File: src/rtl/core/deq_pkg.sv
// Package for the double-ended queue: command and status codes, controller
// states, the controller-to-datapath command struct and default sizes.
// No dependencies.
`default_nettype none

package deq_pkg;

  // Default sizes; external words are always this wide
  localparam int DEPTH_DEFAULT     = 16;
  localparam int WORD_BITS_DEFAULT = 32;
  localparam int IO_BITS           = 32;

  // Request commands
  typedef enum logic [1:0] {
    CMD_PUSH_BACK  = 2'd0,
    CMD_PUSH_FRONT = 2'd1,
    CMD_POP_BACK   = 2'd2,
    CMD_POP_FRONT  = 2'd3
  } deq_op_t;

  // Result status codes
  typedef enum logic [1:0] {
    STAT_DONE  = 2'd0,
    STAT_EMPTY = 2'd1,
    STAT_FULL  = 2'd2
  } deq_status_t;

  // Controller states
  typedef enum logic [1:0] {
    ST_IDLE,
    ST_READ,
    ST_LOAD
  } deq_state_t;

  // Commands from controller to datapath
  typedef struct packed {
    logic exec;   // apply the accepted request to the ring
    logic load;   // load the result register
  } deq_ctl_t;

endpackage

`default_nettype wire

File: src/rtl/core/deq_ctrl.sv
// Controller for the double-ended queue: sequences request acceptance,
// ring read and result load, and owns the output valid flag.
// Depends on deq_pkg.
`default_nettype none

module deq_ctrl (
  input  wire logic              clk,
  input  wire logic              rst,
  input  wire logic              in_valid,
  output logic                   in_stall,
  output logic                   out_valid,
  input  wire logic              out_stall,
  output deq_pkg::deq_ctl_t      ctl
);

  deq_pkg::deq_state_t state, state_next;
  logic                out_valid_next;

  // State and valid registers
  always_ff @(posedge clk) begin
    if (rst) begin
      state     <= deq_pkg::ST_IDLE;
      out_valid <= 1'b0;
    end else begin
      state     <= state_next;
      out_valid <= out_valid_next;
    end
  end

  // Next state and commands
  always_comb begin
    state_next     = state;
    ctl            = '0;
    in_stall       = 1'b1;
    out_valid_next = out_valid && out_stall;
    unique case (state)
      deq_pkg::ST_IDLE: begin
        in_stall = 1'b0;
        if (in_valid) begin
          ctl.exec   = 1'b1;
          state_next = deq_pkg::ST_READ;
        end
      end
      deq_pkg::ST_READ: begin
        state_next = deq_pkg::ST_LOAD;
      end
      deq_pkg::ST_LOAD: begin
        // wait until the previous result has been taken
        if (!out_valid || !out_stall) begin
          ctl.load       = 1'b1;
          out_valid_next = 1'b1;
          state_next     = deq_pkg::ST_IDLE;
        end
      end
      default: begin
        state_next = deq_pkg::ST_IDLE;
      end
    endcase
  end

endmodule

`default_nettype wire

File: src/rtl/core/deq_dp.sv
// Datapath for the double-ended queue: ring memory, head pointer, count,
// two-port registered read and the result register.
// Depends on deq_pkg.
`default_nettype none

module deq_dp #(
  parameter int DEPTH     = deq_pkg::DEPTH_DEFAULT,
  parameter int WORD_BITS = deq_pkg::WORD_BITS_DEFAULT,
  localparam int PTR_W    = $clog2(DEPTH),
  localparam int CNT_W    = $clog2(DEPTH + 1)
) (
  input  wire logic                              clk,
  input  wire logic                              rst,
  input  wire deq_pkg::deq_ctl_t                 ctl,
  input  wire logic [1:0]                        command,
  input  wire logic signed [deq_pkg::IO_BITS-1:0] value,
  output logic signed [deq_pkg::IO_BITS-1:0]     front_word,
  output logic signed [deq_pkg::IO_BITS-1:0]     back_word,
  output logic [CNT_W-1:0]                       occupancy,
  output logic                                   is_vacant,
  output logic [1:0]                             status
);

  localparam int SUM_W = CNT_W + 1;

  logic [WORD_BITS-1:0] mem [DEPTH];
  logic [PTR_W-1:0]     head, head_next;
  logic [CNT_W-1:0]     count, count_next;
  deq_pkg::deq_status_t stat, stat_next;
  logic [WORD_BITS-1:0] rd_front, rd_back;

  deq_pkg::deq_op_t     op;
  logic [WORD_BITS-1:0] in_word;
  logic                 wr_en;
  logic [PTR_W-1:0]     wr_addr;
  logic [PTR_W-1:0]     tail_addr, head_dec, head_inc, back_addr;
  logic [SUM_W-1:0]     tail_sum, back_sum;
  logic                 full, empty;

  assign op      = deq_pkg::deq_op_t'(command);
  assign in_word = WORD_BITS'($unsigned(value));
  assign full    = (count == CNT_W'(DEPTH));
  assign empty   = (count == '0);

  // Ring arithmetic: sums stay below twice the depth, one subtract wraps
  assign tail_sum  = SUM_W'(head) + SUM_W'(count);
  assign tail_addr = (tail_sum >= SUM_W'(DEPTH)) ? PTR_W'(tail_sum - SUM_W'(DEPTH))
                                                 : PTR_W'(tail_sum);
  assign head_dec  = (head == '0) ? PTR_W'(DEPTH - 1) : head - PTR_W'(1);
  assign head_inc  = (head == PTR_W'(DEPTH - 1)) ? '0 : head + PTR_W'(1);

  // Request decode
  always_comb begin
    head_next  = head;
    count_next = count;
    stat_next  = deq_pkg::STAT_DONE;
    wr_en      = 1'b0;
    wr_addr    = tail_addr;
    unique case (op)
      deq_pkg::CMD_PUSH_BACK: begin
        if (full) begin
          stat_next = deq_pkg::STAT_FULL;
        end else begin
          wr_en      = 1'b1;
          count_next = count + CNT_W'(1);
        end
      end
      deq_pkg::CMD_PUSH_FRONT: begin
        if (full) begin
          stat_next = deq_pkg::STAT_FULL;
        end else begin
          wr_en      = 1'b1;
          wr_addr    = head_dec;
          head_next  = head_dec;
          count_next = count + CNT_W'(1);
        end
      end
      deq_pkg::CMD_POP_BACK: begin
        if (empty) begin
          stat_next = deq_pkg::STAT_EMPTY;
        end else begin
          count_next = count - CNT_W'(1);
        end
      end
      deq_pkg::CMD_POP_FRONT: begin
        if (empty) begin
          stat_next = deq_pkg::STAT_EMPTY;
        end else begin
          head_next  = head_inc;
          count_next = count - CNT_W'(1);
        end
      end
      default: begin
        stat_next = deq_pkg::STAT_DONE;
      end
    endcase
  end

  // Pointer, count and status registers
  always_ff @(posedge clk) begin
    if (rst) begin
      head  <= '0;
      count <= '0;
    end else if (ctl.exec) begin
      head  <= head_next;
      count <= count_next;
    end
  end

  always_ff @(posedge clk) begin
    if (ctl.exec) begin
      stat <= stat_next;
    end
  end

  // Back slot address of the current state; head when empty (unused)
  assign back_sum  = SUM_W'(head) + SUM_W'(count) - SUM_W'(1);
  assign back_addr = empty ? head
                   : (back_sum >= SUM_W'(DEPTH)) ? PTR_W'(back_sum - SUM_W'(DEPTH))
                                                 : PTR_W'(back_sum);

  // Ring memory: one write port, two registered read ports
  always_ff @(posedge clk) begin
    if (ctl.exec && wr_en) begin
      mem[wr_addr] <= in_word;
    end
  end

  always_ff @(posedge clk) begin
    rd_front <= mem[head];
    rd_back  <= mem[back_addr];
  end

  // Result register; words read as zero when empty
  always_ff @(posedge clk) begin
    if (ctl.load) begin
      front_word <= empty ? '0 : $signed(deq_pkg::IO_BITS'(rd_front));
      back_word  <= empty ? '0 : $signed(deq_pkg::IO_BITS'(rd_back));
      occupancy  <= count;
      is_vacant  <= empty;
      status     <= stat;
    end
  end

endmodule

`default_nettype wire

File: src/rtl/core/double_ended_queue_top.sv
// Top level of the double-ended queue: controller plus datapath.
// Depends on deq_pkg, deq_ctrl and deq_dp.
//
// Bounded double-ended queue in a DEPTH-slot ring buffer. Each request
// carries a command (push back, push front, pop back, pop front) and a
// value used only by pushes; each request yields exactly one result with
// the front and back words, occupancy, an empty flag and a status (done,
// pop on empty ignored, push on full ignored). Front and back read as zero
// when the queue is empty. A request goes in order through these steps:
// the head pointer and count are updated and the slot written, the ring
// memory gets its two-port registered read, and the result register is
// loaded. A new request is accepted only once the previous result is
// loaded, and is accepted while an earlier result still waits at the
// output; the result load stalls only if that earlier result is not taken.
`default_nettype none

module double_ended_queue_top #(
  parameter int DEPTH     = deq_pkg::DEPTH_DEFAULT,
  parameter int WORD_BITS = deq_pkg::WORD_BITS_DEFAULT,
  localparam int CNT_W    = $clog2(DEPTH + 1)
) (
  input  wire logic                               clk,
  input  wire logic                               rst,
  input  wire logic                               in_valid,
  output logic                                    in_stall,
  input  wire logic [1:0]                         command,
  input  wire logic signed [deq_pkg::IO_BITS-1:0] value,
  output logic                                    out_valid,
  input  wire logic                               out_stall,
  output logic signed [deq_pkg::IO_BITS-1:0]      front_word,
  output logic signed [deq_pkg::IO_BITS-1:0]      back_word,
  output logic [CNT_W-1:0]                        occupancy,
  output logic                                    is_vacant,
  output logic [1:0]                              status
);

  deq_pkg::deq_ctl_t ctl;

  deq_ctrl u_ctrl (
    .clk       (clk),
    .rst       (rst),
    .in_valid  (in_valid),
    .in_stall  (in_stall),
    .out_valid (out_valid),
    .out_stall (out_stall),
    .ctl       (ctl)
  );

  deq_dp #(
    .DEPTH     (DEPTH),
    .WORD_BITS (WORD_BITS)
  ) u_dp (
    .clk        (clk),
    .rst        (rst),
    .ctl        (ctl),
    .command    (command),
    .value      (value),
    .front_word (front_word),
    .back_word  (back_word),
    .occupancy  (occupancy),
    .is_vacant  (is_vacant),
    .status     (status)
  );

endmodule

`default_nettype wire

File: config.mk
export PLATFORM = sky130hd
export DESIGN_NAME = double_ended_queue_top
export DESIGN_NICKNAME = d
export VERILOG_FILES = /design/src/rtl/core/deq_pkg.sv /design/src/rtl/core/deq_ctrl.sv /design/src/rtl/core/deq_dp.sv /design/src/rtl/core/double_ended_queue_top.sv
export SDC_FILE = /design/constraint.sdc
export NUM_CORES = 1
export LEC_CHECK = 0
export BUFFER_PORTS_ARGS = -buffer_cell sky130_fd_sc_hd__buf_2
export CELL_PAD_IN_SITES_DETAIL_PLACEMENT = 1
export CELL_PAD_IN_SITES_GLOBAL_PLACEMENT = 1
export CORE_AREA = 8 8 321 323
export CTS_CLUSTER_DIAMETER = 80
export CTS_CLUSTER_SIZE = 30
export DETAILED_ROUTE_END_ITERATION = 16
export DIE_AREA = 0 0 329 331
export PLACE_DENSITY_LB_ADDON = 0.1
export SETUP_SLACK_MARGIN = 0.5
export SYNTH_ARGS = -nofsm -noshare
export SYNTH_HDL_FRONTEND = slang
export SYNTH_SLANG_ARGS = --single-unit
File: constraint.sdc
create_clock -name clk -period 4.95 [get_ports clk]
set_clock_uncertainty 0.05 [all_clocks]
set_input_delay 0 -clock clk [delete_from_list [all_inputs] [get_ports clk]]
set_output_delay 0 -clock clk [all_outputs]
set_load 0.005 [all_outputs]
==> results.cfg <==
[run_status]
status = finished, final reports clean

[cts]
cts_made_buffers = 42
clk_pin_slew_ps = 100
clock_latency_ps = 630
cts-root-buf = clkbuf_16
cts.sinks = 662
clk_path_buf_depth = 3
tritoncts = built
htreeDepth = 2

[yosys]
synth_top_family_by_area = multiplexers
synth_xor_area_frac = 0.00524
synth_top_area_frac = 0.604
synth_cell_types = 56
synthAdderAreaFrac = 0.00524
synth_nets = 1850
syn_area_um2 = 29200
avgSynthCellArea_um2 = 16.2
ys_ff_latch = 662
yosys_warnings = 0
async_flop_share = 0
synth_edf_count = 586
synth-simple-area-share = 0.0695
synth_flop_cell = edfxtp_1
synth_compound_gate_area_share = 0.0886
syn_inst = 1801
synth_mux_area_frac = 0.150
yosysSeqAreaShare = 0.656
yosys.area.top_type = edfxtp_1
yosys-top-cells-area = edfxtp_1, mux4_2, dfxtp_1

[setup_path]
crit_path_max_incr_delay_ps = 750
path_common_cell = o21ai_0
end_kind = flip-flop
ff2ff_path_depth = 9
rr_endpoint = u_dp.mem[14][5]$_DFFE_PP_
crit_arrival_ps = 4170
crit_type = reg2reg
crit_fanout = 32
critPathLaunchType = flip-flop
slowest_stage = dfxtp_4
r2r-start = u_dp.head[1]$_SDFFE_PP0P_
cp_cell_sequence = inv_1 > ha_1 > nor3b_1 > o21ai_0 > o21ai_0 > a2111oi_1 > nand2_1 > nor3_2 > buf_4
worstPathRequired_ps = 5140
regToRegSetupSlack_ps = 970

[sta]
grt_setup_unrepaired = no
setup_viol = 0
fmax_mhz = 251
max_slew.worst_pin.slew_ps = 1180
hold_viol = 0
tns_ps = 0
relSlewSlack = 0.200
final.period_utilization = 0.803
min_period_ps = 3980
slew_viol_final = 0

[hold_path]
whs_endpoint = u_dp.mem[1][21]$_DFFE_PP_
worstHoldPathCells = 2
hold_path.class = in2reg
holdCritStartpoint = value[21]

[routing]
drt-vias-per-instance = 5.55
wl_per_cell_um = 30.2
ant_nets = 0
drc = 0
routed_wl_mm = 97.5
drt_iter0_markers = 1332
first_pass_iters = 6
vias = 17900

[placement]
numPortBuffers = 111
place_area_um2 = 31500
gp_congestion = 0.734
hpwlAfterDp_mm = 55.8

[cells_and_area]
areaGrowthSynthToFinish_pct = 14.4
design_area_um2 = 33400
fin_nets = 1951
fillers = 9816
drive_gt1_frac = 0.253

[power_and_ir_drop]
leakage_nw = 10.5
cellPowerDensity_nw_per_um2 = 507
ir_worst_vdd_mv = 0.450

[global_route]
antenna_found_initial = 4
grt_overflow = 0
grt.total_usage = 0.177
grt_pass1_wl_mm = 142
grt_pass1_vias = 19500
grt_start_max_net_pins = 91

[die]
num_io_pins = 112
rows = 115
die-width_um = 329
dieArea_um2 = 109000
initial_core_util = 0.298
die_h_um = 331
coreArea_um2 = 97700

[run]
cap_viol_max_count = 0
==> registers in the layout, summed over array words and instances (netlist names) <==
| signal | cells |
|---|---|
| u_dp.head | 4 |
| u_ctrl.state | 2 |
| u_dp.front_word | 32 |
| u_dp.is_vacant | 1 |
| u_dp.rd_back | 32 |
| u_dp.stat | 2 |
| u_dp.rd_front | 32 |
| u_dp.back_word | 32 |
| u_dp.mem | 512 |
| u_dp.count | 5 |
| u_ctrl.out_valid | 1 |
| u_dp.status | 2 |
| u_dp.occupancy | 5 |
==> kinds of logic after synthesis <==
| kind of cell | count (synthesis) |
|---|---|
| flip-flops | 662 |
| AND/OR/NAND/NOR | 389 |
| AO/OA/AOI/OAI | 358 |
| multiplexers | 198 |
| buffers and inverters | 169 |
| XOR/XNOR | 14 |
| adder cells (fa/ha/maj) | 11 |
==> per-layer routing <==
metal	part of all wire	vias to the layer above	GRT usage
met1	0.45	9664	0.243
li1	-	7585	-
met3	0.045	141	0.0243
met4	0.028	0	0.0503
met2	0.48	507	0.293
met5	0	-	0
==> critical path, delay by kind of cell (launching register included) <==
kind | cells | cell delay, ps
DFF | 1 | 750
AOI/OAI and AO/OA | 3 | 1000
adders and majority gates | 1 | 290
buffers and inverters | 2 | 800
and+or+nand+nor | 3 | 700
==> cells in the final DEF (no fill, tap or decap), drive strengths merged, types with 40 or more instances in the layout <==
master / synthesis / layout
mux4: 192 / 192
dfxtp: 76 / 76
and2: 66 / 66
clkbuf: 103 / 44
and3: 70 / 70
a32oi: 63 / 63
nand2: 141 / 141
o21ai: 131 / 131
dlygate4sd3: 0 / 40
buf: 57 / 177
a211oi: 70 / 70
a311o: 62 / 62
edfxtp: 586 / 586
==> how the worst max path moves through the flow <==
stage | from | to | slack, ps | cells after the start
floorplan | u_dp.head[1]$_SDFFE_PP0P_ | u_dp.mem[12][0]$_DFFE_PP_ | 250 | 9
global placement | u_dp.head[1]$_SDFFE_PP0P_ | u_dp.mem[14][17]$_DFFE_PP_ | 780 | 9
detailed placement | u_dp.head[1]$_SDFFE_PP0P_ | u_dp.mem[14][17]$_DFFE_PP_ | 720 | 9
CTS | u_dp.head[1]$_SDFFE_PP0P_ | u_dp.mem[12][26]$_DFFE_PP_ | 720 | 9
global route | u_dp.head[1]$_SDFFE_PP0P_ | u_dp.mem[12][5]$_DFFE_PP_ | 630 | 9
finish | u_dp.head[1]$_SDFFE_PP0P_ | u_dp.mem[14][5]$_DFFE_PP_ | 970 | 9
==> cells in the mapped netlist (all sizes together), types with 3 or more instances <==
library cell	n
mux4	192
nor2	19
edfxtp	586
inv	8
a311o	62
nand2b	3
nor3	11
xnor2	8
a21o	3
dfxtp	76
nand2	141
mux2i	5
ha	9
xor2	4
a32oi	63
o21ai	131
clkbuf	103
o21bai	3
a211oi	70
nand3	36
buf	57
and2	66
a21oi	16
nand4	31
and3	70
==> per-stage QoR <==
stage	hold slack [ps]	worst slack, ps	util	cells	total power, mW
finish	244	974	0.342	3223	16.9
global route	233	626	0.341	3222	17.7
CTS	204	715	0.341	3222	17.2
detailed placement	271	719	0.322	3105	13.0
global placement	255	782	0.322	3105	13.0
floorplan	19.1	253	-	1801	10.5
==> area by class of cell <==
class,instances,area (um^2),share of cell area
Clock inverter,33,425,0.0127
Inverter,9,33.8,0.00101
Clock buffer,44,1080,0.0324
Antenna cell,1,2.50,0.0000750
Tap cell,1287,1610,0.0483
Multi-Input combinational cell,970,9530,0.286
Timing Repair Buffer,217,1550,0.0465
Sequential cell,662,19100,0.573
==> where the power goes <==
part,total [mW],switching (mW),internal (mW)
Sequential,6.70,0.208,6.50
Clock,4.04,2.24,1.81
Combinational,6.17,4.06,2.10
Total,16.9,6.51,10.4
==> repair_timing <==
action,in CTS,in global routing
gates resized for setup,0,1
buffers inserted,0,0
endpoints found under the hold margin,553,0
hold buffers,40,0
setup endpoints to repair,0,116
Power figures use the tool's default switching activity.
